===== config.mk =====
export PLATFORM = sky130hd
export DESIGN_NAME = running_mean_stddev
export DESIGN_NICKNAME = d
export VERILOG_FILES = /design/src/rtl/rms_pkg.sv /design/src/rtl/rms_div.sv /design/src/rtl/running_mean_stddev.sv
export SDC_FILE = /design/constraint.sdc
export NUM_CORES = 2
export LEC_CHECK = 0
export BUFFER_PORTS_ARGS = -buffer_cell sky130_fd_sc_hd__buf_2
export CAP_MARGIN = 20
export CORE_MARGIN = 3
export CORE_UTILIZATION = 60
export DETAILED_ROUTE_END_ITERATION = 8
export PLACE_DENSITY = 0.83
export SLEW_MARGIN = 40
export SYNTH_ARGS = -nofsm -noshare
export SYNTH_HDL_FRONTEND = slang
export SYNTH_SLANG_ARGS = --single-unit

===== constraint.sdc =====
create_clock -name aclk -period 7.7 [get_ports aclk]
set_input_delay 0.385 -clock aclk [delete_from_list [all_inputs] [get_ports aclk]]
set_output_delay 0.385 -clock aclk [all_outputs]
set_load 0.1 [all_outputs]

===== src/rtl/rms_pkg.sv =====
package rms_pkg;

    localparam int SAMPLE_WIDTH = 16;      // width of the sample field on the port
    localparam int SAMPLE_BITS  = 16;      // significant two's complement bits of a sample
    localparam int MAX_COUNT    = 65535;   // samples accumulated per session at most

    localparam int COUNT_WIDTH  = 16;
    localparam int SUM_WIDTH    = 32;
    localparam int SQSUM_WIDTH  = 48;
    localparam int PROD_WIDTH   = 64;
    localparam int ROOT_WIDTH   = 32;
    localparam int RES_WIDTH    = 16;
    localparam int OUT_WIDTH    = 56;      // 49 result bits padded to whole bytes

    typedef struct packed {
        logic busy;
        logic done;
    } div_status_t;

    // Take the low SAMPLE_BITS bits as a two's complement value.
    function automatic logic signed [SUM_WIDTH-1:0] sample_ext(
        input logic [SAMPLE_WIDTH-1:0] raw
    );
        logic signed [SAMPLE_BITS-1:0] s;
        s = raw[SAMPLE_BITS-1:0];
        return SUM_WIDTH'(s);
    endfunction

endpackage


===== src/rtl/rms_div.sv =====
module rms_div
    import rms_pkg::*;
(
    input  logic                   aclk,
    input  logic                   aresetn,
    input  logic                   start,
    input  logic [SUM_WIDTH-1:0]   dividend,
    input  logic [COUNT_WIDTH-1:0] divisor,
    output div_status_t            status,
    output logic [SUM_WIDTH-1:0]   quotient
);

    logic                   busy_reg, busy_next;
    logic                   done_reg, done_next;
    logic [4:0]             cnt_reg, cnt_next;
    logic [COUNT_WIDTH-1:0] rem_reg, rem_next;
    logic [SUM_WIDTH-1:0]   quo_reg, quo_next;
    logic [COUNT_WIDTH-1:0] dvs_reg, dvs_next;

    logic [COUNT_WIDTH:0]   trial;
    logic [COUNT_WIDTH:0]   trial_sub;
    logic                   trial_ge;

    // Restoring division: one quotient bit per cycle, dividend shifts out
    // of the top of quo_reg while quotient bits shift in at the bottom.
    assign trial     = {rem_reg, quo_reg[SUM_WIDTH-1]};
    assign trial_ge  = trial >= {1'b0, dvs_reg};
    assign trial_sub = trial - {1'b0, dvs_reg};

    always_comb begin
        busy_next = busy_reg;
        done_next = 1'b0;
        cnt_next  = cnt_reg;
        rem_next  = rem_reg;
        quo_next  = quo_reg;
        dvs_next  = dvs_reg;
        if (start) begin
            busy_next = 1'b1;
            cnt_next  = '0;
            rem_next  = '0;
            quo_next  = dividend;
            dvs_next  = divisor;
        end else if (busy_reg) begin
            rem_next = trial_ge ? trial_sub[COUNT_WIDTH-1:0] : trial[COUNT_WIDTH-1:0];
            quo_next = {quo_reg[SUM_WIDTH-2:0], trial_ge};
            cnt_next = cnt_reg + 5'd1;
            if (cnt_reg == 5'(SUM_WIDTH - 1)) begin
                busy_next = 1'b0;
                done_next = 1'b1;
            end
        end
    end

    always_ff @(posedge aclk) begin
        if (!aresetn) begin
            busy_reg <= 1'b0;
            done_reg <= 1'b0;
        end else begin
            busy_reg <= busy_next;
            done_reg <= done_next;
        end
        cnt_reg <= cnt_next;
        rem_reg <= rem_next;
        quo_reg <= quo_next;
        dvs_reg <= dvs_next;
    end

    assign status   = '{busy: busy_reg, done: done_reg};
    assign quotient = quo_reg;

endmodule


===== src/rtl/running_mean_stddev.sv =====
// Running mean and population standard deviation of signed Q8.8 samples.
// Each nonzero sample beat adds to a running count, sum and sum of squares
// and yields one result beat: the mean (sum / count, truncated toward zero)
// and floor(sqrt(n*S2 - S1^2) / n), both Q8.8, with the count and a flag
// that is set once the count sits at its maximum and a sample was dropped.
// A zero sample clears the session and yields no result beat. An item runs
// in order through the square of the sample on a bit-serial shift-add
// multiplier, the sum update, the divider start, the multiplies for n*S2 and
// S1^2 on the same multiplier, the difference, a square root that takes two
// radicand bits per step and a restoring divider for the deviation (the mean
// division overlaps the multiplies), and then the loading of the output
// register once it is free; a sample taken with the count already full skips
// the square and the sum update.
// The input is taken again once the result is in the output register, so
// one result beat may wait while the next item is in work.
module running_mean_stddev
    import rms_pkg::*;
(
    input  logic                    aclk,
    input  logic                    aresetn,
    input  logic                    s_tvalid,
    output logic                    s_tready,
    input  logic [SAMPLE_WIDTH-1:0] s_tdata,   // [15:0] sample
    output logic                    m_tvalid,
    input  logic                    m_tready,
    output logic [OUT_WIDTH-1:0]    m_tdata    // [15:0] mean_value, [31:16] std_deviation,
                                               // [47:32] sample_total, [48] count_saturated
);

    typedef enum logic [9:0] {
        ST_IDLE   = 10'b0000000001,
        ST_SQUARE = 10'b0000000010,
        ST_UPDATE = 10'b0000000100,
        ST_START  = 10'b0000001000,
        ST_MUL_A  = 10'b0000010000,
        ST_MUL_B  = 10'b0000100000,
        ST_DIFF   = 10'b0001000000,
        ST_SQRT   = 10'b0010000000,
        ST_DIV    = 10'b0100000000,
        ST_OUT    = 10'b1000000000
    } state_t;

    state_t                  state_reg, state_next;
    logic [COUNT_WIDTH-1:0]  count_reg, count_next;
    logic [SUM_WIDTH-1:0]    sum_reg, sum_next;
    logic [SQSUM_WIDTH-1:0]  sq_sum_reg, sq_sum_next;
    logic                    sat_reg, sat_next;
    logic [SUM_WIDTH-1:0]    x_reg, x_next;

    logic [PROD_WIDTH-1:0]   mul_acc_reg, mul_acc_next;
    logic [PROD_WIDTH-1:0]   mul_mcand_reg, mul_mcand_next;
    logic [SUM_WIDTH-1:0]    mul_mplier_reg, mul_mplier_next;
    logic [4:0]              step_reg, step_next;
    logic [PROD_WIDTH-1:0]   a_reg, a_next;

    logic [PROD_WIDTH-1:0]   sq_x_reg, sq_x_next;
    logic [ROOT_WIDTH+1:0]   sq_rem_reg, sq_rem_next;
    logic [ROOT_WIDTH-1:0]   sq_root_reg, sq_root_next;

    logic [RES_WIDTH-1:0]    mean_reg, mean_next;
    logic [RES_WIDTH-1:0]    sd_reg, sd_next;
    logic                    m_tvalid_reg, m_tvalid_next;
    logic [OUT_WIDTH-1:0]    m_tdata_reg, m_tdata_next;

    logic signed [SUM_WIDTH-1:0] in_x;
    logic                    in_zero;
    logic [SAMPLE_BITS:0]    in_mag;
    logic [SUM_WIDTH-1:0]    sum_mag;
    logic [PROD_WIDTH-1:0]   mul_sum;
    logic                    step_last;
    logic [ROOT_WIDTH+3:0]   sq_rem2;
    logic [ROOT_WIDTH+3:0]   sq_trial;
    logic [ROOT_WIDTH+3:0]   sq_rem_sub;
    logic                    sq_ge;
    logic [ROOT_WIDTH-1:0]   sq_root_new;
    logic [PROD_WIDTH-1:0]   diff;
    logic                    out_free;

    logic                    div_start;
    logic [SUM_WIDTH-1:0]    div_dividend;
    div_status_t             div_status;
    logic [SUM_WIDTH-1:0]    div_quotient;

    rms_div u_div (
        .aclk     (aclk),
        .aresetn  (aresetn),
        .start    (div_start),
        .dividend (div_dividend),
        .divisor  (count_reg),
        .status   (div_status),
        .quotient (div_quotient)
    );

    assign in_x      = sample_ext(s_tdata);
    assign in_zero   = (in_x == '0);
    assign in_mag    = (SAMPLE_BITS + 1)'(in_x[SUM_WIDTH-1] ? -in_x : in_x);
    assign sum_mag   = sum_reg[SUM_WIDTH-1] ? (~sum_reg + 1'b1) : sum_reg;

    assign mul_sum   = mul_acc_reg + (mul_mplier_reg[0] ? mul_mcand_reg : '0);
    assign step_last = (step_reg == '0);

    // Square root, two radicand bits per step.
    assign sq_rem2     = {sq_rem_reg, sq_x_reg[PROD_WIDTH-1 -: 2]};
    assign sq_trial    = {2'b00, sq_root_reg, 2'b01};
    assign sq_ge       = sq_rem2 >= sq_trial;
    assign sq_rem_sub  = sq_rem2 - sq_trial;
    assign sq_root_new = {sq_root_reg[ROOT_WIDTH-2:0], sq_ge};

    assign diff     = (a_reg > mul_acc_reg) ? (a_reg - mul_acc_reg) : '0;
    assign out_free = !m_tvalid_reg || m_tready;

    always_comb begin
        state_next      = state_reg;
        count_next      = count_reg;
        sum_next        = sum_reg;
        sq_sum_next     = sq_sum_reg;
        sat_next        = sat_reg;
        x_next          = x_reg;
        mul_acc_next    = mul_acc_reg;
        mul_mcand_next  = mul_mcand_reg;
        mul_mplier_next = mul_mplier_reg;
        step_next       = step_reg;
        a_next          = a_reg;
        sq_x_next       = sq_x_reg;
        sq_rem_next     = sq_rem_reg;
        sq_root_next    = sq_root_reg;
        mean_next       = mean_reg;
        sd_next         = sd_reg;
        m_tvalid_next   = m_tvalid_reg && !m_tready;
        m_tdata_next    = m_tdata_reg;
        div_start       = 1'b0;
        div_dividend    = sum_mag;

        unique case (state_reg)
            ST_IDLE: begin
                if (s_tvalid) begin
                    if (in_zero) begin
                        count_next  = '0;
                        sum_next    = '0;
                        sq_sum_next = '0;
                        sat_next    = 1'b0;
                    end else if (count_reg >= COUNT_WIDTH'(MAX_COUNT)) begin
                        // drop the sample, report from the unchanged sums
                        sat_next   = 1'b1;
                        state_next = ST_START;
                    end else begin
                        x_next          = in_x;
                        mul_acc_next    = '0;
                        mul_mcand_next  = PROD_WIDTH'(in_mag);
                        mul_mplier_next = SUM_WIDTH'(in_mag);
                        step_next       = 5'(SAMPLE_BITS);
                        state_next      = ST_SQUARE;
                    end
                end
            end
            ST_SQUARE, ST_MUL_A, ST_MUL_B: begin
                mul_acc_next    = mul_sum;
                mul_mcand_next  = {mul_mcand_reg[PROD_WIDTH-2:0], 1'b0};
                mul_mplier_next = {1'b0, mul_mplier_reg[SUM_WIDTH-1:1]};
                step_next       = step_reg - 5'd1;
                if (step_last) begin
                    if (state_reg == ST_SQUARE) begin
                        state_next = ST_UPDATE;
                    end else if (state_reg == ST_MUL_A) begin
                        a_next          = mul_sum;
                        mul_acc_next    = '0;
                        mul_mcand_next  = PROD_WIDTH'(sum_mag);
                        mul_mplier_next = sum_mag;
                        step_next       = 5'(SUM_WIDTH - 1);
                        state_next      = ST_MUL_B;
                    end else begin
                        state_next = ST_DIFF;
                    end
                end
            end
            ST_UPDATE: begin
                count_next  = count_reg + 1'b1;
                sum_next    = sum_reg + x_reg;
                sq_sum_next = sq_sum_reg + mul_acc_reg[SQSUM_WIDTH-1:0];
                state_next  = ST_START;
            end
            ST_START: begin
                // mean division runs alongside the multiplies
                div_start       = 1'b1;
                div_dividend    = sum_mag;
                mul_acc_next    = '0;
                mul_mcand_next  = PROD_WIDTH'(sq_sum_reg);
                mul_mplier_next = SUM_WIDTH'(count_reg);
                step_next       = 5'(COUNT_WIDTH - 1);
                state_next      = ST_MUL_A;
            end
            ST_DIFF: begin
                sq_x_next    = diff;
                sq_rem_next  = '0;
                sq_root_next = '0;
                step_next    = 5'(ROOT_WIDTH - 1);
                state_next   = ST_SQRT;
            end
            ST_SQRT: begin
                sq_x_next    = {sq_x_reg[PROD_WIDTH-3:0], 2'b00};
                sq_rem_next  = sq_ge ? sq_rem_sub[ROOT_WIDTH+1:0] : sq_rem2[ROOT_WIDTH+1:0];
                sq_root_next = sq_root_new;
                step_next    = step_reg - 5'd1;
                if (step_last) begin
                    div_start    = 1'b1;
                    div_dividend = sq_root_new;
                    state_next   = ST_DIV;
                end
            end
            ST_DIV: begin
                if (div_status.done) begin
                    sd_next = (div_quotient > SUM_WIDTH'(16'hFFFF)) ?
                              16'hFFFF : div_quotient[RES_WIDTH-1:0];
                    state_next = ST_OUT;
                end
            end
            ST_OUT: begin
                if (out_free) begin
                    m_tvalid_next = 1'b1;
                    m_tdata_next  = OUT_WIDTH'({sat_reg, count_reg, sd_reg, mean_reg});
                    state_next    = ST_IDLE;
                end
            end
            default: begin
                state_next = ST_IDLE;
            end
        endcase

        // capture the mean when its division finishes
        if (div_status.done && state_reg != ST_DIV) begin
            if (!sum_reg[SUM_WIDTH-1]) begin
                mean_next = (div_quotient > SUM_WIDTH'(16'h7FFF)) ?
                            16'h7FFF : div_quotient[RES_WIDTH-1:0];
            end else begin
                mean_next = (div_quotient > SUM_WIDTH'(16'h8000)) ?
                            16'h8000 : RES_WIDTH'(~div_quotient + 1'b1);
            end
        end
    end

    always_ff @(posedge aclk) begin
        if (!aresetn) begin
            state_reg    <= ST_IDLE;
            count_reg    <= '0;
            sum_reg      <= '0;
            sq_sum_reg   <= '0;
            sat_reg      <= 1'b0;
            m_tvalid_reg <= 1'b0;
        end else begin
            state_reg    <= state_next;
            count_reg    <= count_next;
            sum_reg      <= sum_next;
            sq_sum_reg   <= sq_sum_next;
            sat_reg      <= sat_next;
            m_tvalid_reg <= m_tvalid_next;
        end
        x_reg          <= x_next;
        mul_acc_reg    <= mul_acc_next;
        mul_mcand_reg  <= mul_mcand_next;
        mul_mplier_reg <= mul_mplier_next;
        step_reg       <= step_next;
        a_reg          <= a_next;
        sq_x_reg       <= sq_x_next;
        sq_rem_reg     <= sq_rem_next;
        sq_root_reg    <= sq_root_next;
        mean_reg       <= mean_next;
        sd_reg         <= sd_next;
        m_tdata_reg    <= m_tdata_next;
    end

    assign s_tready = (state_reg == ST_IDLE);
    assign m_tvalid = m_tvalid_reg;
    assign m_tdata  = m_tdata_reg;

    a_div_start_idle: assert property (@(posedge aclk) disable iff (!aresetn)
        div_start |-> !div_status.busy)
        else $error("divider started while busy");

    a_mean_done_before_sqrt: assert property (@(posedge aclk) disable iff (!aresetn)
        (state_reg == ST_SQRT) |-> !div_status.busy)
        else $error("mean division still running during square root");

    a_sat_full: assert property (@(posedge aclk) disable iff (!aresetn)
        sat_reg |-> (count_reg == COUNT_WIDTH'(MAX_COUNT)))
        else $error("saturation flag set with count below maximum");

    a_count_range: assert property (@(posedge aclk) disable iff (!aresetn)
        (state_reg == ST_UPDATE) |=> (count_reg != '0))
        else $error("count wrapped on update");

endmodule

### Yosys cells after proc, flatten, opt, wreduce, memory -nomap -nowiden

Cells that the tools add are included.
Widths: inputs -> output; s select.

* add/sub/neg operators: 12
* magnitude comparators: 7
* eq/ne operators: 20
* mux-type cells: 73
* bitwise gates (word level): 7
* reductions and logical operators: 24

Operators by type and width (count)
* $mux 64: 14
* $mux 32: 13
* $pmux 64 s3: 2
* $pmux 32 s2: 2
* $pmux 64 s2: 1
* $mux 16: 6
* $mux 48: 2
* $pmux 32 s3: 1
* $pmux 48 s2: 1
* $pmux 10 s8: 1
* $pmux 34 s2: 1
* $add 64x64->64: 1
* $gt 32x16->1 const B: 2
* $gt 64x64->1: 1
* $sub 64x64->64: 1
* $mux 10: 6
* $add 48x48->48: 1
* $ge 36x34->1: 1
* $mux 34: 1
* $sub 34x34->34: 1
* $add 16x1->16 const B: 2
* $add 32x1->32 const B: 1
* $add 32x32->32: 1
* $gt 32x15->1 const B: 1
* 44 further kinds: 79

* bits in registers: 635
* word-level logic and storage cells: 167

### Longest topological paths before layout

* word-level depth: 7
* gate-level depth with buffers: 16
* gate-level depth less buffers: 14

### By module

Synthesis repeated with hierarchy kept, for this count alone.

* cell total of the unflattened synthesis: 4158
* area total of the unflattened synthesis: 40306.2 um^2

Modules (own cells, without submodules)
* running_mean_stddev: instances 1, cells an instance 3822, area an instance 36468.7 um^2, sequential area each 15855.2 um^2
* rms_div: instances 1, cells an instance 336, area an instance 3837.4 um^2, sequential area each 1901.8 um^2

### Least setup slack after synthesis

No wires, ideal clock.

* path type: reg2reg
* start point: reg state_reg[9]
* end point: reg mul_acc_reg[0], enable pin
* data arrival time: 5.298 ns
* required time: 7.174 ns
* setup slack: 1.876 ns
* stages on the path, launching flop included: 8
* path buffers: 1
* period minus slack after synthesis: 5.824 ns
* path through: dfxtp_1 -> nor4_1 -> and2_0 -> nand3_1 -> nand2_1 -> clkbuf_1 -> inv_1 -> nand2_1

* word-level cells in the longest chain between the ends: 4

RTL lines
* start: declaration: RTL line running_mean_stddev.sv:43 `state_t state_reg, state_next;`
* start signal: assignment: RTL line running_mean_stddev.sv:250 `state_reg <= state_next;`
* $eq 10x2->1, or another cell as far along: RTL line running_mean_stddev.sv:134 `unique case (state_reg)`
* $reduce_or 3->1: RTL line running_mean_stddev.sv:134
* $reduce_bool 3->1 (no line)
* $reduce_and 4->1 (no line) *
* end signal: assignment: RTL line running_mean_stddev.sv:258 `mul_acc_reg <= mul_acc_next;`
* end: declaration: RTL line running_mean_stddev.sv:50 `logic [PROD_WIDTH-1:0] mul_acc_reg, mul_acc_next;`

Every way passes the cells marked *; elsewhere a longest branch is shown, timed or not.
A chain may end at the register's enable or synchronous reset.

### Worst setup path after layout

* start point: reg mul_mplier_reg[0]
* end point: reg mul_acc_reg[61], data pin

* word-level cells in the longest chain between the ends: 6

RTL lines
* start: declaration: RTL line running_mean_stddev.sv:52 `logic [SUM_WIDTH-1:0] mul_mplier_reg, mul_mplier_next;`
* start signal: assignment: RTL line running_mean_stddev.sv:260 `mul_mplier_reg <= mul_mplier_next;`
* $mux 64 *: RTL line running_mean_stddev.sv:99 `assign mul_sum = mul_acc_reg + (mul_mplier_reg[0] ? mul_mcand_reg : '0);`
* $add 64x64->64 *: RTL line running_mean_stddev.sv:99
* $mux 64: RTL line running_mean_stddev.sv:164 `end else if (state_reg == ST_MUL_A) begin`
* $mux 64: RTL line running_mean_stddev.sv:162 `if (state_reg == ST_SQUARE) begin`
* $mux 64 *: RTL line running_mean_stddev.sv:161 `if (step_last) begin`
* $pmux 64 s3 *: RTL line running_mean_stddev.sv:134

Marked as above.

==> out/metrics.json <==
{
  "yosys": {
    "synthesis.area_mm2": 0.0402,
    "number_of_instances_in_the_synthesized_netlist": 4184,
    "synth.yosys.warnings": 0,
    "post-synth-top-area-fraction_pct": 37.6,
    "synth_area_leaders": "sky130_fd_sc_hd__edfxtp_1 38%, sky130_fd_sc_hd__ha_1 8.2%, sky130_fd_sc_hd__dfxtp_1 6.5%, sky130_fd_sc_hd__a21oi_1 3.9%, sky130_fd_sc_hd__o21ai_0 3.7%",
    "synth_top_cell_by_area": "sky130_fd_sc_hd__edfxtp_1",
    "post-synth-top-count-cell": "sky130_fd_sc_hd__edfxtp_1",
    "yosysSeqAreaShare_pct": 44.2,
    "post_synth_most_frequent_cells": "504 x sky130_fd_sc_hd__edfxtp_1, 338 x sky130_fd_sc_hd__nand2_1, 312 x sky130_fd_sc_hd__a21oi_1",
    "share_of_synthesized_registers_carrying_an_async_set_or_reset_pct": 0,
    "synth-seq-cells": 635,
    "synth_cell_type_count": 81,
    "ys_dominant_reg_cell": "sky130_fd_sc_hd__edfxtp_1",
    "synth_edf_count": 504,
    "avgSynthCellArea_um2": 9.61
  },
  "finish": {
    "instances_no_fill": 5081,
    "layout.core_utilization_pct": 66.1,
    "num-nets-final": 4442,
    "share_of_final_layout_standard_cells_stronger_than_drive_strength_1_pct": 6.67,
    "syn2layout_area_growth_pct": 8.62,
    "fillers": 5194
  },
  "sta": {
    "minimum_hold_slack_ps": 29.3,
    "period_utilization_pct": 59.7,
    "timing.final.max_slew_violations": 0,
    "max_slew_margin_pct": 37.4,
    "fin_tns_setup_ps": 0,
    "fmax_mhz": 218,
    "max_slew.worst_pin.slew_ps": 928,
    "hold_viol": 0,
    "timing.final.setup_violations": 0,
    "rsz0062_at_grt": "false",
    "fin_worst_skew_ps": 37.1,
    "period_minus_slack_ps": 4600
  },
  "drt": {
    "drt_drc_violations_left": 0,
    "viasPerCell": 6.47,
    "drt_iter0_drc": 3716,
    "postRouteAntennaNets": 0,
    "routed_wirelength_um": 106000,
    "route.detailed.wl_per_inst_um": 20.9,
    "firstDrtPassIters": 6,
    "vias": 32900
  },
  "global_routing": {
    "grt_pass1_vias": 30900,
    "grt_first_pass_wirelength_um": 169000,
    "globalRouteTotalUtil_pct": 29.7,
    "grt_start_max_net_pins": 161,
    "grt_remaining_overflow": 0,
    "initial_antenna_violation_count": 4
  },
  "place": {
    "finalWeightedCongestion": 0.963,
    "placement.io_buffers": 70,
    "post-dp-hpwl_um": 76300,
    "numPlacedInstances": 4940
  },
  "cts": {
    "cts_tree": "done",
    "htreeDepth": 3,
    "cts.path.max_buffers": 3,
    "clock_latency_ps": 640,
    "cts_clock_pin_slew_for_the_worst_setup_and_hold_paths_ps": 60,
    "clock_sinks": 635,
    "clk_root_buffer_cell": "sky130_fd_sc_hd__clkbuf_16",
    "tritoncts.num_buffers": 71,
    "cts_setup_buffers": 0
  },
  "worst_hold_path": {
    "worstHoldPathCells": 1,
    "holdCritStartpoint": "s_tdata[12]",
    "timing.hold.worst.class": "in -> reg",
    "whs_endpoint": "x_reg[12]$_DFFE_PP_"
  },
  "floorplan": {
    "starting_density_pct": 60.8,
    "die_y_um": 265,
    "die-area_mm2": 0.0702,
    "num_rows": 94,
    "design.core.area_mm2": 0.0661,
    "io_pins": 78,
    "die-width_um": 265
  },
  "power_and_ir_drop": {
    "power.density_mw_per_mm2": 215,
    "power_leakage_nw": 17.5,
    "sequentialPowerShare_pct": 43.0,
    "power.ir.vdd_worst_mv": 0.206,
    "power.clock.fraction_pct": 37.8,
    "p_switching_w": 0.00276,
    "net_switching_share_of_the_total_power_pct": 29.4,
    "cellInternalPower_w": 0.00664,
    "combinationalPowerShare_pct": 19.3
  },
  "worst_setup_path": {
    "crit_type": "reg -> reg",
    "worstRegToRegCells": 13,
    "setup.worst_path.end_class": "flip-flop",
    "critical_path.reg2reg.startpoint": "mul_mplier_reg[0]$_DFFE_PP_",
    "worst-path-max-fanout": 64,
    "worst_r2r_endpoint": "mul_acc_reg[61]$_SDFFCE_PP0P_",
    "worst_ep_required_time_ps": 8090,
    "crit_arrival_ps": 4990,
    "launching_element_type_of_the_critical_path": "flip-flop",
    "register_to_register_setup_slack_ps": 3100
  },
  "status": {
    "status": "complete, no violations"
  },
  "job": {
    "drv.max_cap_violation_count": 0
  }
}
per-stage QoR:
stage | worst slack (ps) | instance area (µm²) | total power [W]
3_3_place_gp | 3400 | 41100 | 0.00582
3_5_place_dp | 3290 | 41200 | 0.00586
4_1_cts | 3240 | 43600 | 0.00940
2_1_floorplan | 1880 | 40200 | 0.00542
5_1_grt | 2850 | 43700 | 0.00977
6_report | 3100 | 43700 | 0.00940
worst max path at each step:
| stage | start | end | slack, ps | cells after the start |
|---|---|---|---|---|
| 2_1_floorplan | state_reg[9]$_SDFFE_PN0P_ | mul_acc_reg[0]$_SDFFCE_PP0P_ | 1880 | 7 |
| 3_3_place_gp | mul_mplier_reg[0]$_DFFE_PP_ | mul_acc_reg[61]$_SDFFCE_PP0P_ | 3400 | 13 |
| 3_5_place_dp | mul_mplier_reg[0]$_DFFE_PP_ | mul_acc_reg[61]$_SDFFCE_PP0P_ | 3290 | 13 |
| 4_1_cts | mul_mplier_reg[0]$_DFFE_PP_ | mul_acc_reg[61]$_SDFFCE_PP0P_ | 3240 | 13 |
| 5_1_grt | mul_mplier_reg[0]$_DFFE_PP_ | mul_acc_reg[61]$_SDFFCE_PP0P_ | 2850 | 13 |
| 6_report | mul_mplier_reg[0]$_DFFE_PP_ | mul_acc_reg[61]$_SDFFCE_PP0P_ | 3100 | 13 |
cells in the final DEF (no fill, tap or decap), types with 25 or more instances in the layout:
| cell type | instances |
|---|---|
| sky130_fd_sc_hd__clkbuf_16 | 71 |
| sky130_fd_sc_hd__buf_2 | 70 |
| sky130_fd_sc_hd__a31oi_1 | 31 |
| sky130_fd_sc_hd__nand2_1 | 335 |
| sky130_fd_sc_hd__a211oi_1 | 32 |
| sky130_fd_sc_hd__nor3_1 | 57 |
| sky130_fd_sc_hd__dfxtp_1 | 131 |
| sky130_fd_sc_hd__o22ai_1 | 34 |
| sky130_fd_sc_hd__or3_1 | 36 |
| sky130_fd_sc_hd__nand4_1 | 67 |
| sky130_fd_sc_hd__and2_1 | 134 |
| sky130_fd_sc_hd__ha_1 | 262 |
| sky130_fd_sc_hd__a21o_1 | 150 |
| sky130_fd_sc_hd__inv_1 | 211 |
| sky130_fd_sc_hd__nor2b_1 | 69 |
| sky130_fd_sc_hd__xnor2_1 | 145 |
| sky130_fd_sc_hd__a22oi_1 | 58 |
| sky130_fd_sc_hd__buf_4 | 25 |
| sky130_fd_sc_hd__nor2_1 | 297 |
| sky130_fd_sc_hd__edfxtp_1 | 504 |
| sky130_fd_sc_hd__a221o_1 | 56 |
| sky130_fd_sc_hd__o21a_1 | 35 |
| sky130_fd_sc_hd__and3_1 | 51 |
| sky130_fd_sc_hd__mux2i_1 | 59 |
| sky130_fd_sc_hd__o31ai_1 | 29 |
| sky130_fd_sc_hd__xor2_1 | 126 |
| sky130_fd_sc_hd__nand3_1 | 71 |
| sky130_fd_sc_hd__o21ai_0 | 297 |
| sky130_fd_sc_hd__a21oi_1 | 311 |
| sky130_fd_sc_hd__o21bai_1 | 53 |
| sky130_fd_sc_hd__or2_2 | 25 |
per-layer routing:
layer | vias up | routed length, µm | global-route usage [%]
met3 | 279 | 8770 | 4.70
met2 | 1540 | 49800 | 48.6
li1 | 15400 | - | -
met4 | 0 | 4310 | 11.2
met1 | 15700 | 43500 | 40.1
met5 | - | 0 | 0
cell families after synthesis:
kind of cell | count (synthesis) | share of synthesized area (%)
compound gates | 1275 | 20.7
simple gates | 1244 | 15.2
flops | 635 | 44.2
buf+inv | 430 | 4.10
xor+xnor | 271 | 5.90
fa+ha+maj | 267 | 8.40
mux | 61 | 1.52
other cells | 1 | 0.00933
worst max-delay path, cell delays in order, from the launching register on:
cell	delay [ps]
sky130_fd_sc_hd__edfxtp_1	350
sky130_fd_sc_hd__buf_4	270
sky130_fd_sc_hd__and2_1	250
sky130_fd_sc_hd__ha_1	340
sky130_fd_sc_hd__o21ai_0	140
sky130_fd_sc_hd__o211ai_1	300
sky130_fd_sc_hd__nand4_1	210
sky130_fd_sc_hd__a21oi_1	340
sky130_fd_sc_hd__nor2_1	130
sky130_fd_sc_hd__o21ai_0	570
sky130_fd_sc_hd__o21ai_0	250
sky130_fd_sc_hd__a2111oi_0	760
sky130_fd_sc_hd__o21ai_0	230
sky130_fd_sc_hd__o311a_1	180
power by group through the flow:
| stage | Sequential (W) | Combinational [W] | Clock, W |
|---|---|---|---|
| 4_1_cts | 0.00404 | 0.00177 | 0.00359 |
| 3_3_place_gp | 0.00411 | 0.00172 | 0 |
| 2_1_floorplan | 0.00407 | 0.00135 | 0 |
| 5_1_grt | 0.00405 | 0.00200 | 0.00373 |
| 6_report | 0.00404 | 0.00181 | 0.00355 |
| 3_5_place_dp | 0.00411 | 0.00176 | 0 |
timing repair:
| action | CTS | global route |
|---|---|---|
| hold buffers | 5 | 0 |
| gates resized for setup | 0 | 0 |
| endpoints found under the hold margin | 5 | 0 |
| setup endpoints to repair | 0 | 0 |
layout make-up:
type | instances | area (µm²) | share of cell area (%)
repair buffers | 106 | 684 | 1.57
multi-input cells | 3125 | 20900 | 47.9
well taps | 864 | 1080 | 2.48
diodes | 4 | 10.0 | 0.0229
clock buffers | 86 | 1880 | 4.31
clock inverters | 45 | 547 | 1.25
inverters | 216 | 811 | 1.86
flip-flops and latches | 635 | 17800 | 40.7
Power figures use the tool's default switching activity.
